==> config.mk <==
export PLATFORM = sky130hd
export DESIGN_NAME = smx_ctrl
export DESIGN_NICKNAME = d
export VERILOG_FILES = /design/src/rtl/smx_pkg.sv /design/src/rtl/smx_ctrl.sv
export SDC_FILE = /design/constraint.sdc
export NUM_CORES = 1
export LEC_CHECK = 0
export BUFFER_PORTS_ARGS = -buffer_cell sky130_fd_sc_hd__buf_4
export CAP_MARGIN = 20
export CELL_PAD_IN_SITES_DETAIL_PLACEMENT = 1
export CELL_PAD_IN_SITES_GLOBAL_PLACEMENT = 2
export CORE_AREA = 3 3 40 42
export CTS_CLUSTER_DIAMETER = 80
export DETAILED_ROUTE_END_ITERATION = 10
export DIE_AREA = 0 0 43 45
export PLACE_DENSITY = 0.58
export REMOVE_ABC_BUFFERS = 1
export SLEW_MARGIN = 20
export SYNTH_ARGS = -nofsm -noshare
export SYNTH_HDL_FRONTEND = slang
export SYNTH_SLANG_ARGS = --single-unit
==> constraint.sdc <==
create_clock -name clk -period 1.4 [get_ports clk]
set_clock_uncertainty 0.1 [all_clocks]
set_input_delay 0.07 -clock clk [delete_from_list [all_inputs] [get_ports clk]]
set_output_delay 0.07 -clock clk [all_outputs]
set_load 0.01 [all_outputs]
==> src/rtl/smx_pkg.sv <==
// Shared types, opcodes, status codes and defaults for the stack machine execute unit.
`timescale 1ns / 1ps

package smx_pkg;

    localparam int STACK_DEPTH_DEF = 2048;
    localparam int PC_WIDTH_DEF    = 16;
    localparam int DATA_W          = 64;

    localparam logic [4:0] OP_PUSH     = 5'd0;
    localparam logic [4:0] OP_POP      = 5'd1;
    localparam logic [4:0] OP_DUP      = 5'd2;
    localparam logic [4:0] OP_SWAP     = 5'd3;
    localparam logic [4:0] OP_READ_PTR = 5'd4;
    localparam logic [4:0] OP_DIV      = 5'd8;
    localparam logic [4:0] OP_MUL      = 5'd9;
    localparam logic [4:0] OP_ADD      = 5'd10;
    localparam logic [4:0] OP_SUB      = 5'd11;
    localparam logic [4:0] OP_CMP      = 5'd12;
    localparam logic [4:0] OP_JNE      = 5'd13;
    localparam logic [4:0] OP_JE       = 5'd14;
    localparam logic [4:0] OP_JL       = 5'd15;
    localparam logic [4:0] OP_JG       = 5'd16;
    localparam logic [4:0] OP_JMP      = 5'd17;
    localparam logic [4:0] OP_SYSCALL  = 5'd18;
    localparam logic [4:0] OP_NOP      = 5'd19;
    localparam logic [4:0] OP_LAST     = 5'd31;

    typedef enum logic [2:0] {
        ST_OK    = 3'd0,
        ST_UNDER = 3'd1,
        ST_OVER  = 3'd2,
        ST_DIVZ  = 3'd3,
        ST_UNSUP = 3'd4
    } status_t;

    typedef enum logic [2:0] {
        S_IDLE,
        S_CHECK,
        S_EXEC,
        S_ITER,
        S_FINISH
    } ctl_state_t;

    typedef struct packed {
        logic [4:0]         command;
        logic signed [63:0] argument;
    } smx_in_t;

    typedef struct packed {
        logic [2:0]         status;
        logic [15:0]        next_pc;
        logic [11:0]        stack_depth;
        logic signed [63:0] top_value;
    } smx_out_t;

    // Controller to datapath.
    typedef struct packed {
        logic load_in;
        logic check;
        logic iter_start;
        logic commit;
        logic load_out;
    } smx_cmd_t;

    // Datapath to controller.
    typedef struct packed {
        logic err;
        logic use_iter;
        logic iter_done;
        logic out_block;
    } smx_stat_t;

endpackage

==> src/rtl/smx_ctrl.sv <==
// Controller state machine that sequences one instruction through the datapath.
`timescale 1ns / 1ps

module smx_ctrl
    import smx_pkg::*;
(
    input  logic      clk,
    input  logic      rst_n,
    input  logic      req_valid,
    output logic      req_stall,
    input  smx_stat_t stat,
    output smx_cmd_t  cmd
);

    ctl_state_t state_reg;
    ctl_state_t state_next;

    always_ff @(posedge clk or negedge rst_n)
    begin
        if (!rst_n)
        begin
            state_reg <= S_IDLE;
        end
        else
        begin
            state_reg <= state_next;
        end
    end

    always_comb
    begin
        state_next = state_reg;
        case (state_reg)
            S_IDLE:
            begin
                if (req_valid)
                begin
                    state_next = S_CHECK;
                end
            end
            S_CHECK:
            begin
                state_next = stat.err ? S_FINISH : S_EXEC;
            end
            S_EXEC:
            begin
                state_next = stat.use_iter ? S_ITER : S_FINISH;
            end
            S_ITER:
            begin
                if (stat.iter_done)
                begin
                    state_next = S_FINISH;
                end
            end
            S_FINISH:
            begin
                if (!stat.out_block)
                begin
                    state_next = S_IDLE;
                end
            end
            default:
            begin
                state_next = S_IDLE;
            end
        endcase
    end

    always_comb
    begin
        cmd       = '0;
        req_stall = 1'b1;
        case (state_reg)
            S_IDLE:
            begin
                req_stall   = 1'b0;
                cmd.load_in = req_valid;
            end
            S_CHECK:
            begin
                cmd.check = 1'b1;
            end
            S_EXEC:
            begin
                cmd.iter_start = stat.use_iter;
                cmd.commit     = !stat.use_iter;
            end
            S_ITER:
            begin
                cmd.commit = stat.iter_done;
            end
            S_FINISH:
            begin
                cmd.load_out = !stat.out_block;
            end
            default:
            begin
                cmd = '0;
            end
        endcase
    end

endmodule

* Yosys cells after proc, flatten, opt, wreduce, memory -nomap -nowiden *
Cells that the tools add are included.
Widths: inputs -> output; s select.

word-level totals
  word-level logic and storage cells = 24
  register bits = 3

operators by class
  multiplexer cells = 12
  reductions and logical operators = 4
  equal/unequal tests = 7

operators by type and width
  operator            count
  $mux 3              5
  $pmux 3 s5          1
  $eq 3x2->1 const B  2
  $ne 2x2->1 const B  3
  $mux 1              5
  $eq 3x1->1 const B  1
  $eq 3x3->1 const B  1
  $logic_not 3->1     1
  $reduce_and 3->1    1
  $logic_not 1->1     2
  $pmux 1 s2          1

* Logic depth before layout (Yosys ltp) *
Gate-level depths: netlist (run 1).

  depth in word-level cells = 3
  gate-level depth with buffers = 4

* Worst setup path after synthesis (run 1) *
Ideal clock, no wire load.

  path type = register to output
  from = reg state_reg[0]
  to = out cmd[4] (netlist name)
  setup slack = 0.214 ns
  data required time = 1.230 ns
  buffers on the path = 1
  cell stages (with the launch flop) = 4
  arrival = 1.016 ns
  cells stage by stage = dfrtp_1 -> buf_6 -> or3_4 -> nor2_2

RTL lines
  item                      line            source
  start: declaration        smx_ctrl.sv:15  ctl_state_t state_reg;
  start signal: assignment  smx_ctrl.sv:26  state_reg <= state_next;
  end: declaration          smx_ctrl.sv:12  output smx_cmd_t cmd

==> flow_summary_export.csv, run 1 <==
group,metric,value,unit
floorplan,die_y,45,µm
clock_tree,ctsHtreeMaxLevel,1,
placement,hpwl,485,µm
grt,grt_pass1_vias,281,
synthesis,yosysWarnings,0,
worst_setup_path,critPathCaptureType,"output port",
grt,track_usage,0.0800,
clock_tree,path_clk_slew,0.04,ns
finish,diodes,0,
sta,setup_violations,1,
floorplan,ios,13,
finish,drive_gt1_frac,0.522,
power_and_ir_drop,p_clk_frac,0.190,
synthesis,synth_seq_area_share,0.319,
min_path,hp-class,"in2reg",
power_and_ir_drop,peakVddDrop,0.452,mV
synthesis,ys_seq_elements,3,
floorplan,die_area,1940,µm²
route,wl,645,µm
route,drtIter0Drc,2,
worst_setup_path,max_stage_delay,0.43,ns
synthesis,synthCells,27,
worst_setup_path,crit_fanout,6,
synthesis,avgSynthCellArea,8.71,µm²
sta,fin_tns_setup,-0.0336,ns
grt,grt_antenna_before_repair,0,
worst_setup_path,crit_path_top_delay_cell,"dfrtp_2",
min_path,holdPathStages,3,
worst_setup_path,critPathKind,"reg2out",
clock_tree,root_buffer,"clkbuf_4",
sta,worst_slack,-0.0336,ns
power_and_ir_drop,p_sw_frac,0.368,
route,firstDrtPassIters,3,
clock_tree,clkSinkCount,3,
worst_setup_path,reg2reg_depth,4,
grt,grt_max_degree,8,
finish,utilization,0.307,
sta,finalHoldViolations,0,
finish,layout.nets,54,
worst_setup_path,required,1.23,ns
floorplan,floorplan.initialDensity,0.183,
status,violations,"setup timing",
clock_tree,numCtsBuffers,3,
route,drcViolationCount,0,
clock_tree,cts_tree,"yes",
finish,mostFrequentLayoutCells,"buf_4 (16), nand2b_1 (4), nor2_1 (3), clkbuf_4 (3)",
grt,overflow,0,
synthesis,ys_types,18,
power_and_ir_drop,seqPwrFrac,0.238,
route,top_layer,"met4",
sta,max_freq,698,MHz
sta,final.min_clock_period,1.43,ns
finish,area_growth,67.6,%
route,wl_met1,285,µm
route,antenna_left,0,
status,status,"finished, violations left",
finish,nFillCells,158,
worst_setup_path,cp.arrival,1.26,ns
clock_tree,clk_path_buf_depth,2,
finish,largest_reg_flops,3,
clock_tree,insertion_delay,0.23,ns
route,avgRoutedWirePerCell,10.6,µm
placement,place_ws,0.139,ns
power_and_ir_drop,p_int,0.000507,W
floorplan,die_x,43,µm
power_and_ir_drop,switchingPower,0.000296,W
grt,grt_first_pass_wirelength,1.08,mm
power_and_ir_drop,power.density,2040,nW/µm²
floorplan,core_area,1280,µm²
route,vias_per_cell,4.25,
floorplan,rows,13,
sta,rsz0062_at_grt,"yes",
route,wl_met3,35,µm
sta,slew_headroom,0.803,
sta,final_max_slew_viol_count,0,
power_and_ir_drop,leakage,0.193,nW
sta,period_share,1.02,
finish,final_common_cell,"buf_4",
sta,hold_slack,0.0189,ns
synthesis,syn_area,235,µm²
power_and_ir_drop,pwr-share-comb,0.572,
sta,max_slew.worst_pin.slew,0.294,ns
route,met2_length,306,µm
job,drv_cap,0,
route,vias,259,
worst_setup_path,path_cells,"or3_4 -> nor2_2 -> buf_4",
placement,portBuffers,12,
placement,gp_congestion,0.693,
worst_setup_path,cp-start-kind,"register",
==> through the flow <==
step / cells / cell area (µm²) / total power [W]
CTS: 61 / 394 / 0.000814
floorplan: 25 / 216 / 0.000406
finish: 61 / 394 / 0.000804
detailed placement: 52 / 325 / 0.000571
global route: 61 / 394 / 0.000876
global placement: 52 / 325 / 0.000565
==> layout make-up <==
class | count | area [µm²] | area share
Tap cell | 15 | 18.8 | 0.0476
Multi-Input combinational cell | 20 | 134 | 0.340
Timing Repair Buffer | 17 | 130 | 0.330
Clock buffer | 4 | 26.3 | 0.0667
Inverter | 2 | 7.51 | 0.0190
Sequential cell | 3 | 77.6 | 0.197
==> cells by family after synthesis <==
kind of cell,share of synthesized area
simple gates,0.319
buf+inv,0.112
flops,0.319
compound gates,0.186
mux,0.0638
==> synth_stat cells (all sizes together) <==
| master | n | area (µm²) |
|---|---|---|
| nor3 | 1 | 5.00 |
| o22a | 1 | 8.76 |
| o211a | 1 | 10.0 |
| dfrtp | 3 | 75.1 |
| or3 | 1 | 11.3 |
| nor4b | 1 | 8.76 |
| nand2b | 4 | 25.0 |
| nor2 | 4 | 17.5 |
| inv | 2 | 7.51 |
| nand2 | 2 | 7.51 |
| o21ai | 1 | 5.00 |
| a211oi | 1 | 7.51 |
| o21bai | 1 | 7.51 |
| mux2 | 1 | 15.0 |
| a21oi | 1 | 5.00 |
| buf | 2 | 18.8 |
==> power groups by stage <==
stage / combinational [W] / clock (W) / sequential, W
finish: 0.000460 / 0.000152 / 0.000192
floorplan: 0.000219 / 0 / 0.000187
detailed placement: 0.000356 / 0 / 0.000215
CTS: 0.000463 / 0.000157 / 0.000193
global route: 0.000496 / 0.000176 / 0.000204
global placement: 0.000350 / 0 / 0.000215
==> what timing repair did <==
| item | CTS | global route |
|---|---|---|
| gates resized for setup | 2 | 0 |
| endpoints found under the hold margin | 3 | 0 |
| endpoints found under the setup margin | 4 | 5 |
| setup buffers | 4 | 0 |
| hold buffers | 1 | 0 |
| pin swaps | 1 | 1 |
==> worst max-delay path, delay by kind of cell, from the launching register on <==
kind	cells	cell delay (ns)
buffers and inverters	1	0.12
and+or+nand+nor	2	0.48
DFF	1	0.43
==> worst paths after layout <==
path | startpoint | end | slack (ns)
hold reg to reg | state_reg[2]$_DFFE_PN0P_ | state_reg[0]$_DFFE_PN0P_ | 0.46
max in group asynchronous | rst_n | state_reg[1]$_DFFE_PN0P_ | 1.04
hold / removal | stat[1] | state_reg[0]$_DFFE_PN0P_ | 0.02
min in group asynchronous | rst_n | state_reg[0]$_DFFE_PN0P_ | 0.06
setup / recovery | state_reg[0]$_DFFE_PN0P_ | cmd[4] | -0.03
setup reg to reg | state_reg[1]$_DFFE_PN0P_ | state_reg[2]$_DFFE_PN0P_ | 0.15
==> metal layers <==
layer | GRT usage | vias up
met5 | 0 | -
met4 | 0.0904 | 0
met3 | 0.0279 | 2
met2 | 0.120 | 9
met1 | 0.0821 | 118
li1 | - | 130
(Power assumes the default switching activity.)
==> run 2: changes to the inputs <==
- HOLD_SLACK_MARGIN: unset -> 0.12
==> flow_summary_export.csv, run 2 (synthesized netlist as in run 1, its figures left out) <==
group,metric,value,unit
status,status,"finished, violations left",
status,violations,"setup timing",
worst_setup_path,crit_fanout,6,
power_and_ir_drop,power.density,1870,nW/µm²
sta,slew_headroom,0.813,
worst_setup_path,path_cells,"or3_4 -> nor2_2 -> buf_4",
finish,diodes,0,
sta,final.min_clock_period,1.43,ns
sta,period_share,1.02,
floorplan,die_x,43,µm
grt,met1_usage,0.0821,
floorplan,core_area,1280,µm²
floorplan,ios,13,
sta,max_slew.worst_pin.slew,0.278,ns
placement,place_ws,0.139,ns
finish,nFillCells,157,
grt,gr-usage-met2,0.126,
placement,gp_congestion,0.693,
clock_tree,ctsHtreeMaxLevel,1,
clock_tree,insertion_delay,0.23,ns
floorplan,rows,13,
route,vias,278,
route,antenna_left,0,
finish,largest_reg_flops,3,
clock_tree,clk_path_buf_depth,2,
grt,track_usage,0.0808,
sta,setup_violations,1,
power_and_ir_drop,leakage,0.210,nW
floorplan,floorplan.initialDensity,0.183,
route,wl,681,µm
placement,place_inst,52,
route,avgRoutedWirePerCell,10.5,µm
floorplan,die_area,1940,µm²
sta,worst_slack,-0.0329,ns
worst_setup_path,critPathTopFamily,"simple AND/OR/NAND/NOR gates",
worst_setup_path,critPathKind,"reg2out",
finish,layout.nets,58,
sta,rsz0062_at_grt,"yes",
clock_tree,cts_tree,"yes",
clock_tree,numCtsBuffers,3,
placement,hpwl,485,µm
route,vias_per_cell,4.28,
grt,grt_busiest_layer,"met2",
grt,grt_use_met3,0.0239,
worst_setup_path,critPathCaptureType,"output port",
route,drcViolationCount,0,
sta,max_freq,698,MHz
route,firstDrtPassIters,4,
floorplan,die_y,45,µm
finish,final_cell_count_no_fill,65,
grt,grt_pass1_vias,292,
power_and_ir_drop,power,0.000812,W
worst_setup_path,max_stage_delay,0.43,ns
power_and_ir_drop,peakVddDrop,0.472,mV
route,drtIter0Drc,4,
clock_tree,root_buffer,"clkbuf_4",
worst_setup_path,worst-r2r-setup-slack,0.15,ns
placement,portBuffers,12,
worst_setup_path,cp-start-kind,"register",
worst_setup_path,crit_path_top_delay_cell,"dfrtp_2",
worst_setup_path,timing.critical_path.buf_inv,1,
finish,final_common_cell,"buf_4",
job,drv_cap,0,
clock_tree,clkSinkCount,3,
grt,grt_max_degree,8,
finish,mostFrequentLayoutCells,"buf_4 (16), dlygate4sd3_1 (5), nand2b_1 (4), nor2_1 (3), clkbuf_4 (3)",
finish,final_area,434,µm²
finish,drive_gt1_frac,0.480,
grt,grt_first_pass_wirelength,1.09,mm
worst_setup_path,cp.arrival,1.26,ns
grt,grt_antenna_before_repair,0,
sta,finalHoldViolations,0,
min_path,hp-class,"in2reg",
finish,area_growth,84.6,%
clock_tree,path_clk_slew,0.04,ns
sta,final_max_slew_viol_count,0,
placement,placed_cell_area,325,µm²
grt,overflow,0,
worst_setup_path,required,1.23,ns
run 2: cell count changes in the layout (fill, tap and decap cells not counted), sizes merged:
cell	before	now
dlygate4sd3	1	5
run 2: routing by layer:
layer,vias to the layer above,part of all wire
li1,137,-
met1,130,0.44
met2,9,0.49
met3,2,0.046
met4,0,0.028
met5,-,0
run 2: what timing repair did:
| item | 4_1_cts | 5_1_grt |
|---|---|---|
| hold endpoints to repair | 6 | 0 |
| resized for setup | 2 | 0 |
| hold buffers | 5 | 0 |
| pin swaps | 1 | 1 |
| endpoints found under the setup margin | 4 | 5 |
| buffers inserted | 4 | 0 |
run 2: power breakdown:
part           switching (W)  total, W  internal [W]
combinational       0.000190  0.000468      0.000277
clock              0.0000452  0.000152      0.000107
sequential         0.0000615  0.000192      0.000131
run 2: worst register-to-register path: stages, from the launching register on:
cell and delay, ns:
dfrtp_2 0.43, buf_4 0.16, mux2_4 0.30, nand2b_1 0.07, o21ai_1 0.07
run 2: worst paths after layout:
check	cells past startpoint	to	start
min in group asynchronous	3	state_reg[0]$_DFFE_PN0P_	rst_n
hold reg to reg	1	state_reg[0]$_DFFE_PN0P_	state_reg[2]$_DFFE_PN0P_
setup / recovery	3	cmd[4]	state_reg[0]$_DFFE_PN0P_
max in group asynchronous	3	state_reg[1]$_DFFE_PN0P_	rst_n
setup reg to reg	4	state_reg[2]$_DFFE_PN0P_	state_reg[1]$_DFFE_PN0P_
hold / removal	4	state_reg[0]$_DFFE_PN0P_	req_valid
run 2: cell type report:
type	instances	area, µm²	area share
Clock buffer	4	26.3	0.0605
Multi-Input combinational cell	20	134	0.308
Inverter	2	7.51	0.0173
Tap cell	15	18.8	0.0432
Timing Repair Buffer	21	170	0.392
Sequential cell	3	77.6	0.179
run 2: stage by stage:
stage,setup TNS (ns),utilization,hold WS (ns)
6_report,-0.0329,0.338,0.136
5_1_grt,-0.229,0.338,0.148
4_1_cts,-0.0427,0.338,0.136
3_5_place_dp,0,0.253,-0.240
3_3_place_gp,0,0.253,-0.241
2_1_floorplan,0,-,-0.326
